--- config.mk ---
export PLATFORM = sky130hd
export DESIGN_NAME = cnh_controller
export DESIGN_NICKNAME = d
export VERILOG_FILES = /design/src/rtl/canny_nms_hysteresis_macros.svh /design/src/rtl/cnh_pkg.sv /design/src/rtl/cnh_controller.sv
export SDC_FILE = /design/constraint.sdc
export NUM_CORES = 1
export LEC_CHECK = 0
export BUFFER_PORTS_ARGS = -buffer_cell sky130_fd_sc_hd__clkbuf_2
export CORE_UTILIZATION = 25
export CTS_CLUSTER_SIZE = 16
export DETAILED_ROUTE_END_ITERATION = 7
export MAX_ROUTING_LAYER = met4
export REMOVE_ABC_BUFFERS = 1
export SLEW_MARGIN = 30
export SYNTH_ARGS = -nofsm -noshare
export SYNTH_HDL_FRONTEND = slang
export SYNTH_SLANG_ARGS = --single-unit
export TNS_END_PERCENT = 100
--- constraint.sdc ---
create_clock -name clock -period 11.2 [get_ports clock]
set_clock_uncertainty 0.15 [all_clocks]
set_input_delay 1.68 -clock clock [delete_from_list [all_inputs] [get_ports clock]]
set_output_delay 1.68 -clock clock [all_outputs]
set_load 0.005 [all_outputs]
--- src/rtl/canny_nms_hysteresis_macros.svh ---
// Assertion macros for the edge thinning block.
`ifndef CANNY_NMS_HYSTERESIS_MACROS_SVH
`define CANNY_NMS_HYSTERESIS_MACROS_SVH
`ifndef SYNTH
`define CNH_ASSERT_IMPL(label, clk, rst, a, c) \
   label: assert property (@(posedge clk) disable iff (rst) (a) |-> (c)) \
      else $error("assertion failed");
`define CNH_ASSERT_NEXT(label, clk, rst, a, c) \
   label: assert property (@(posedge clk) disable iff (rst) (a) |=> (c)) \
      else $error("assertion failed");
`else
`define CNH_ASSERT_IMPL(label, clk, rst, a, c)
`define CNH_ASSERT_NEXT(label, clk, rst, a, c)
`endif
`endif

--- src/rtl/cnh_pkg.sv ---
// Shared types and constants of the edge thinning block.
`timescale 1ns / 1ps
package cnh_pkg;
   localparam int DEF_MAX_WIDTH  = 640;
   localparam int DEF_MAX_HEIGHT = 480;

   localparam logic [1:0] REG_HIGH   = 2'd0;
   localparam logic [1:0] REG_LOW    = 2'd1;
   localparam logic [1:0] REG_WIDTH  = 2'd2;
   localparam logic [1:0] REG_HEIGHT = 2'd3;

   localparam logic [1:0] DIR_HORZ = 2'd0;
   localparam logic [1:0] DIR_DIAG = 2'd1;
   localparam logic [1:0] DIR_VERT = 2'd2;
   localparam logic [1:0] DIR_ANTI = 2'd3;

   // Datapath operations issued by the controller.
   typedef enum logic [2:0] {
      OP_NONE  = 3'd0,
      OP_LOAD  = 3'd1,
      OP_NMS   = 3'd2,
      OP_HYST  = 3'd3,
      OP_READ  = 3'd4
   } op_type;

   typedef struct packed {
      op_type     op;
      logic [3:0] tap;     // neighbour slot fetched in this step
      logic       start;   // first step of a pixel
      logic       finish;  // write-back step of a pixel
   } cmd_type;

   typedef struct packed {
      logic rd_valid;
   } status_type;

   function automatic logic [1:0] bin_angle(input logic [11:0] ang);
      logic [11:0] a;
      a = (ang > 12'd1800) ? ang - 12'd1800 : ang;
      if (a <= 12'd225 || a >= 12'd1575) return DIR_HORZ;
      else if (a <= 12'd675) return DIR_DIAG;
      else if (a <= 12'd1125) return DIR_VERT;
      else return DIR_ANTI;
   endfunction
endpackage

--- src/rtl/cnh_controller.sv ---
// Sequencer for loading, the two processing sweeps and reading.
`timescale 1ns / 1ps
module cnh_controller #(
   parameter int MAX_WIDTH  = cnh_pkg::DEF_MAX_WIDTH,
   parameter int MAX_HEIGHT = cnh_pkg::DEF_MAX_HEIGHT,
   parameter int XW = $clog2(MAX_WIDTH + 1),
   parameter int YW = $clog2(MAX_HEIGHT + 1),
   parameter int AW = $clog2(MAX_WIDTH * MAX_HEIGHT)
) (
   input  logic             clock,
   input  logic             reset,
   input  logic             in_valid,
   input  logic             in_mode,
   output logic             in_ready,
   input  logic             out_free,   // result register can take an item
   input  logic [XW-1:0]    eff_w,
   input  logic [YW-1:0]    eff_h,
   output cnh_pkg::cmd_type cmd,
   output logic [AW-1:0]    addr,
   output logic [XW-1:0]    pos_x,
   output logic [YW-1:0]    pos_y,
   output logic             rd_last,
   output logic             rd_zero
);
   import cnh_pkg::*;

   typedef enum logic [4:0] {
      ST_IDLE = 5'b00001,
      ST_NMS  = 5'b00010,
      ST_HYST = 5'b00100,
      ST_READ = 5'b01000,
      ST_WAIT = 5'b10000
   } state_type;

   localparam int SZW = AW + 1;

   state_type state_ff, state_in;
   logic [AW-1:0]  lpos_ff, lpos_in, rpos_ff, rpos_in, ppos_ff, ppos_in;
   logic [XW-1:0]  x_ff, x_in;
   logic [YW-1:0]  y_ff, y_in;
   logic [3:0]     step_ff, step_in;
   logic           proc_ff, proc_in;
   logic           last_ff, last_in, zero_ff, zero_in;
   logic [SZW-1:0] size;

   assign size = SZW'(eff_w * eff_h);

   always_comb begin
      state_in = state_ff;
      lpos_in = lpos_ff; rpos_in = rpos_ff; ppos_in = ppos_ff;
      x_in = x_ff; y_in = y_ff; step_in = step_ff; proc_in = proc_ff;
      last_in = last_ff; zero_in = zero_ff;
      cmd = '0; cmd.op = OP_NONE;
      in_ready = 1'b0;
      addr = ppos_ff;
      case (state_ff)
         ST_IDLE: begin
            in_ready = out_free;
            addr = in_mode ? rpos_ff : lpos_ff;
            if (in_valid && out_free) begin
               if (!in_mode) begin
                  cmd.op = OP_LOAD;
                  if (lpos_ff == '0) begin
                     proc_in = 1'b0;
                     rpos_in = '0;
                  end
                  if (SZW'(lpos_ff) + 1'b1 >= size) begin
                     lpos_in = '0; ppos_in = '0; x_in = '0; y_in = '0;
                     step_in = '0; state_in = ST_NMS;
                  end else begin
                     lpos_in = lpos_ff + 1'b1;
                  end
               end else if (proc_ff) begin
                  if (SZW'(rpos_ff) >= size) begin
                     zero_in = 1'b1; last_in = 1'b1; rpos_in = '0;
                  end else begin
                     cmd.op = OP_READ; zero_in = 1'b0;
                     last_in = SZW'(rpos_ff) + 1'b1 >= size;
                     rpos_in = last_in ? '0 : rpos_ff + 1'b1;
                  end
                  state_in = ST_READ;
               end else begin
                  // A read before processing yields no item.
                  zero_in = 1'b0;
               end
            end
         end
         ST_NMS, ST_HYST: begin
            // Steps 0..8 fetch the window, 9 collects the last tap, 10 writes back.
            cmd.op = (state_ff == ST_NMS) ? OP_NMS : OP_HYST;
            cmd.tap = (step_ff < 4'd9) ? step_ff : 4'd15;
            cmd.start = step_ff == 4'd0;
            cmd.finish = step_ff == 4'd10;
            step_in = step_ff + 1'b1;
            if (step_ff == 4'd10) begin
               step_in = '0;
               if (SZW'(ppos_ff) + 1'b1 >= size) begin
                  ppos_in = '0; x_in = '0; y_in = '0;
                  if (state_ff == ST_NMS) state_in = ST_HYST;
                  else begin state_in = ST_IDLE; proc_in = 1'b1; end
               end else begin
                  ppos_in = ppos_ff + 1'b1;
                  if (x_ff + 1'b1 >= eff_w) begin x_in = '0; y_in = y_ff + 1'b1; end
                  else x_in = x_ff + 1'b1;
               end
            end
         end
         ST_READ: state_in = ST_WAIT;
         ST_WAIT: state_in = ST_IDLE;
         default: state_in = ST_IDLE;
      endcase
   end

   always_ff @(posedge clock) begin
      if (reset) begin
         state_ff <= ST_IDLE;
         lpos_ff <= '0; rpos_ff <= '0; proc_ff <= 1'b0;
         step_ff <= '0;
      end else begin
         state_ff <= state_in;
         lpos_ff <= lpos_in; rpos_ff <= rpos_in; proc_ff <= proc_in;
         step_ff <= step_in;
      end
      ppos_ff <= ppos_in; x_ff <= x_in; y_ff <= y_in;
      last_ff <= last_in; zero_ff <= zero_in;
   end

   assign pos_x = x_ff;
   assign pos_y = y_ff;
   assign rd_last = last_ff;
   assign rd_zero = zero_ff;
endmodule

==> results.py, run 1 <==
metrics = {
    "synthesis": {
        "synthArstFlopShare_pct": 0,
        "avgSynthCellArea_um2": 8.60,
        "netlist_instances": 1160,
        "syn-cell-area_mm2": 0.00997,
        "ys_warn_count": 0,
        "synth.distinct_cells": 70,
        "synth_edf_count": 40,
        "ys_ff_latch": 88,
        "synth_ff_type": "dfxtp_1",
        "seq_area_frac_synth_pct": 21.7,
    },
    "clock_network": {
        "post-cts-setup-buffers": 0,
        "ctsLongestPathBuffers": 2,
        "hold_buffers": 0,
        "clk_latency_ps": 360,
        "numCtsBuffers": 9,
        "cts.clk_slew.worst_paths_ps": 70,
        "root_buffer": "clkbuf_16",
        "cts_tree": "yes",
        "ctsResizeCount": 0,
        "h-tree-depth": 3,
        "cts_sinks": 88,
    },
    "power": {
        "finalPower_mw": 1.78,
        "powerDensity_mw_per_mm2": 161,
        "p_leak_nw": 5.10,
        "ir_worst_vdd_mv": 0.116,
    },
    "sta": {
        "finalHoldViolCount": 0,
        "period_minus_slack_ps": 9790,
        "rsz0062_at_grt": "no",
        "setup_violations": 0,
        "max-slew-margin-rel_pct": 32.5,
        "fmax_mhz": 102,
        "worst_slew_pin_slew_ps": 1010,
        "drv_slew": 0,
        "tns_ps": 0,
        "period_share_pct": 87.4,
        "hold_ws_ps": 349,
    },
    "floorplan": {
        "die_area_mm2": 0.0407,
        "dieHeight_um": 202,
        "die_width_um": 202,
        "io_pins": 74,
        "initial_utilization_pct": 25.6,
        "coreArea_mm2": 0.0390,
        "fp-row-count": 72,
    },
    "placed_design": {
        "gp_congestion": 0.855,
        "port_buffers": 73,
        "place_area_mm2": 0.0108,
        "dpl.hpwl_um": 21500,
    },
    "global_routing": {
        "grt.total_usage_pct": 13.6,
        "grt_max_degree": 42,
        "grt-ovfl-total": 0,
        "grt_first_pass_wirelength_um": 43300,
        "grt_pass1_vias": 8051,
        "antenna_found_initial": 0,
    },
    "cells_and_area": {
        "final_area_mm2": 0.0111,
        "drive_gt1_share_pct": 9.42,
        "n_antenna_cell": 0,
        "layout_common_cells": "ha_1, inv_1, nand2_1",
        "final_nets": 1395,
        "syn_to_final_growth_pct": 11.3,
        "finish.utilization_pct": 28.5,
        "final_common_cell": "ha_1",
    },
    "worst_setup_path": {
        "cp-start-kind": "input pin",
        "cp.required_ps": 9370,
        "crit_path_frequent_cell": "fa_1",
        "arrival_ps": 7960,
        "r2r-end": "pos_y[6]",
        "crit_cells": 26,
        "critPathBufInv": 5,
        "ff2ff_path_depth": 14,
        "crit_end": "cmd[8]",
        "critPathTopFamily": "adder cells",
        "slowest_delay_ps": 550,
        "critPathKind": "input pin to output pin",
        "crit_fanout": 10,
        "cp-end-kind": "output pin",
        "critPathSlowestCell": "fa_1",
        "reg2reg_slack_ps": 5990,
        "crit_start": "eff_h[8]",
        "r2r_start": "ppos_ff[2]",
    },
    "run": {
        "maxCapViolations": 0,
    },
    "detailed_routing": {
        "drt-wirelength-per-cell_um": 15.4,
        "drtAntennaViolNets": 0,
        "viasPerCell": 4.79,
        "wirelength_um": 26500,
        "drt_iter0_drc": 439,
        "remaining_drc_errors": 0,
        "first_pass_iters": 7,
        "dr_total_vias": 8229,
    },
    "outcome": {
        "status": "complete, no violations",
    },
    "hold_path": {
        "min_path_cells": 2,
        "hold_path_class": "flip-flop to flip-flop",
    },
}
Yosys cell counts (3+ instances only):
library cell	n	area share, %
a21o_1	20	1.5
o21ai_1	3	0.15
a21oi_1	62	3.1
a221oi_1	4	0.35
o22ai_1	4	0.25
nand3b_1	4	0.30
or3_1	5	0.31
a31oi_1	7	0.44
o31ai_1	4	0.30
nand2b_1	14	0.88
a22o_1	12	1.1
o21ai_0	32	1.6
and2_1	66	4.1
mux2i_1	21	2.1
nor2_1	75	2.8
inv_1	109	4.1
nand3_1	44	2.2
o211ai_1	7	0.53
and4_1	5	0.44
xor2_1	28	2.5
nor3_1	9	0.45
dfxtp_1	48	9.6
nor4_1	9	0.56
nor2b_1	13	0.82
or4_1	6	0.45
o21bai_1	3	0.23
nand2_1	106	4.0
nand4_1	19	1.2
o21a_1	7	0.53
and3_1	40	2.5
edfxtp_1	40	12
clkbuf_1	40	1.5
nor4b_1	3	0.26
fa_1	57	11
a31o_2	3	0.26
or2_2	4	0.25
buf_1	6	0.23
xnor2_1	47	4.1
buf_2	5	0.25
ha_1	120	15
a211oi_1	12	0.90
registers in the layout, summed over array words and instances (netlist names):
register,flops
state_ff,5
lpos_ff,19
pos_y,9
rd_last,1
pos_x,10
ppos_ff,19
rpos_ff,19
rd_zero,1
proc_ff,1
step_ff,4
cell type report:
cell class                      count  area [µm²]
Sequential cell                    88        2160
Fill cell                        4183       27900
Clock buffer                       10         229
Clock inverter                      6        67.6
Tap cell                          518         648
Inverter                          109         409
Timing Repair Buffer               77         395
Multi-Input combinational cell    909        7190
through the flow:
step / cells / setup slack (ps)
2_1_floorplan: 1106 / 2440
3_5_place_dp: 1701 / 1410
3_3_place_gp: 1701 / 1530
4_1_cts: 1717 / 1400
6_report: 1717 / 1410
5_1_grt: 1717 / 983
worst min path at each step:
| stage | startpoint | to | slack, ps |
|---|---|---|---|
| floorplan | proc_ff | proc_ff | 310 |
| global placement | rpos_ff[7] | rpos_ff[7] | 350 |
| detailed placement | proc_ff | proc_ff | 340 |
| CTS | proc_ff | proc_ff | 350 |
| global route | proc_ff | proc_ff | 380 |
| finish | proc_ff | proc_ff | 350 |
routing by layer:
metal  global-route usage (%)  up-vias  part of all wire, %
met5                        -        -                    0
met4                     2.27        0                 0.87
met3                     1.67       15                  3.1
met2                     21.7      171                   46
met1                     18.6     3938                   50
li1                         -     4105                    -
report_power, final:
part           leakage (nW)  internal [mW]  switching, mW
Clock                 0.135          0.174          0.137
Combinational          4.19          0.433          0.706
Sequential            0.774          0.333       0.000871
Total                  5.10          0.940          0.844
worst reg2reg max path, stage by stage, from the launching register on:
cell and delay, ps:
edfxtp_1 460, and4_1 290, nand4_1 250, xnor2_1 290, ha_1 290, a211oi_1 270
nor2_1 80, nor4_1 220, o31ai_1 130, o2111a_1 180, a2111oi_4 350, o311a_1 590
nand2_1 490, or3_1 650, and2_4 280
cells by family (layout without fill, tap and decap cells):
family          after synthesis  after routing  share of synthesized area (%)
flops                        88             88                           21.7
buf+inv                     163            202                           6.32
simple gates                427            427                           22.0
mux                          22             22                           2.22
compound gates              207            207                           14.5
fa+ha+maj                   177            177                           26.5
xor+xnor                     76             76                           6.75
No activity file was read; power rests on OpenSTA's default activity.
==> run 2: changes to the inputs <==
- clock period: 11.2 -> 9.7 ns (I/O delays scaled with it)
==> run 2 against run 1 <==
  * Worst hold slack better by 23 ps
  * Non-clock buffer count is 12 higher
  * Utilization is 0.31 points higher
  * Cell count is 0.70% higher
  * Design area is 1.1% higher
  * Register-to-register slack worse by 1200 ps
  * Combinational power is 23% higher
  * Sequential power is 16% higher
  * Clock power is 27% higher
  * Worst setup slack worse by 800 ps
  * First-iteration DRC count is 0.68% lower
  * Critical path type unchanged
  * Largest power group unchanged
==> results.py, run 2 (synthesis results as in run 1) <==
metrics = {
    "clock_network": {
        "ctsResizeCount": 0,
        "clk_latency_ps": 350,
        "post-cts-setup-buffers": 0,
        "h-tree-depth": 3,
        "hold_buffers": 0,
        "root_buffer": "clkbuf_16",
        "cts_tree": "yes",
        "ctsLongestPathBuffers": 2,
        "numCtsBuffers": 9,
        "cts.clk_slew.worst_paths_ps": 70,
        "cts_sinks": 88,
    },
    "global_routing": {
        "grt_pass1_vias": 7982,
        "grt_max_degree": 37,
        "grt_first_pass_wirelength_um": 42700,
        "grt-ovfl-total": 0,
        "antenna_found_initial": 0,
        "grt.total_usage_pct": 13.3,
    },
    "sta": {
        "tns_ps": 0,
        "drv_slew": 0,
        "finalHoldViolCount": 0,
        "rsz0062_at_grt": "no",
        "period_share_pct": 93.8,
        "worst_slew_pin_slew_ps": 968,
        "period_minus_slack_ps": 9100,
        "fmax_mhz": 110,
        "hold_ws_ps": 371,
        "max-slew-margin-rel_pct": 35.5,
        "setup_violations": 0,
    },
    "outcome": {
        "status": "complete, no violations",
    },
    "detailed_routing": {
        "drt_iter0_drc": 436,
        "viasPerCell": 4.77,
        "remaining_drc_errors": 0,
        "first_pass_iters": 5,
        "dr_total_vias": 8255,
        "drtAntennaViolNets": 0,
        "drt-wirelength-per-cell_um": 15.2,
        "wirelength_um": 26300,
    },
    "worst_setup_path": {
        "crit_fanout": 10,
        "critPathKind": "input pin to output pin",
        "cp-start-kind": "input pin",
        "cp.required_ps": 8100,
        "cp-end-kind": "output pin",
        "arrival_ps": 7490,
    },
    "power": {
        "p_leak_nw": 5.19,
        "ir_worst_vdd_mv": 0.115,
        "powerDensity_mw_per_mm2": 195,
    },
    "cells_and_area": {
        "reg_top3": "lpos_ff x19, ppos_ff x19, rpos_ff x19",
        "syn_to_final_growth_pct": 12.5,
        "final_nets": 1407,
        "drive_gt1_share_pct": 10.4,
        "n_antenna_cell": 0,
        "layout_common_cells": "ha_1, inv_1, nand2_1",
        "final_area_mm2": 0.0112,
        "final_common_cell": "ha_1",
    },
    "floorplan": {
        "fp-row-count": 72,
        "coreArea_mm2": 0.0390,
        "io_pins": 74,
        "initial_utilization_pct": 25.6,
        "die_width_um": 202,
        "dieHeight_um": 202,
        "die_area_mm2": 0.0407,
    },
    "placed_design": {
        "place_area_mm2": 0.0109,
        "dpl.hpwl_um": 21300,
        "gp_congestion": 0.913,
        "port_buffers": 73,
    },
    "run": {
        "maxCapViolations": 0,
    },
    "hold_path": {
        "hold_path_class": "flip-flop to flip-flop",
    },
}
run 2: worst paths after layout:
kind,start,end,slack [ps],cells after the start
worst max-delay path,eff_h[5],cmd[8],600,23
worst min-delay path,rpos_ff[7],rpos_ff[7],370,2
worst max register to register,lpos_ff[0],ppos_ff[12],4800,17
worst min register to register,rpos_ff[7],rpos_ff[7],370,2
run 2: where the power goes:
part	switching (mW)	leakage [nW]	internal (mW)
combinational	0.826	4.25	0.576
clock	0.162	0.160	0.234
sequential	0.00102	0.774	0.385
total	0.988	5.19	1.20
run 2: worst max-delay path: stages:
cell and delay, ps:
clkbuf_2 160, and2_1 210, fa_1 470, fa_1 540, inv_1 50, fa_1 460, fa_1 540, inv_1 40
ha_1 340, o21a_1 190, o31a_1 130, a21o_1 250, ha_1 320, nand2_1 60, or3_1 360, a221o_1 340
o211a_1 230, o21bai_1 240, a31oi_1 120, o21ai_0 390, a211o_1 340, nor2_1 110, clkbuf_2 120
run 2: per-layer routing:
metal | GRT usage [%] | share of wire, % | routed length, µm | vias to the layer above
met5 | - | 0 | 0 | -
met3 | 1.73 | 3.6 | 952 | 23
met1 | 18.5 | 49 | 13000 | 3944
li1 | - | - | - | 4117
met2 | 20.7 | 46 | 12000 | 171
met4 | 2.38 | 1.3 | 352 | 0
run 2: cell type report:
type | instances | area [µm²]
Fill cell | 4172 | 27800
Clock inverter | 6 | 88.8
Sequential cell | 88 | 2160
Tap cell | 518 | 648
Timing Repair Buffer | 89 | 485
Clock buffer | 10 | 239
Inverter | 109 | 409
Multi-Input combinational cell | 909 | 7190
run 2: through the flow:
stage	setup slack (ps)	cells	total power [mW]	util [%]
floorplan	1390	1106	1.35	-
global placement	675	1713	1.76	27.9
detailed placement	566	1713	1.79	27.9
CTS	583	1729	2.20	28.8
global route	215	1729	2.39	28.8
finish	605	1729	2.18	28.8
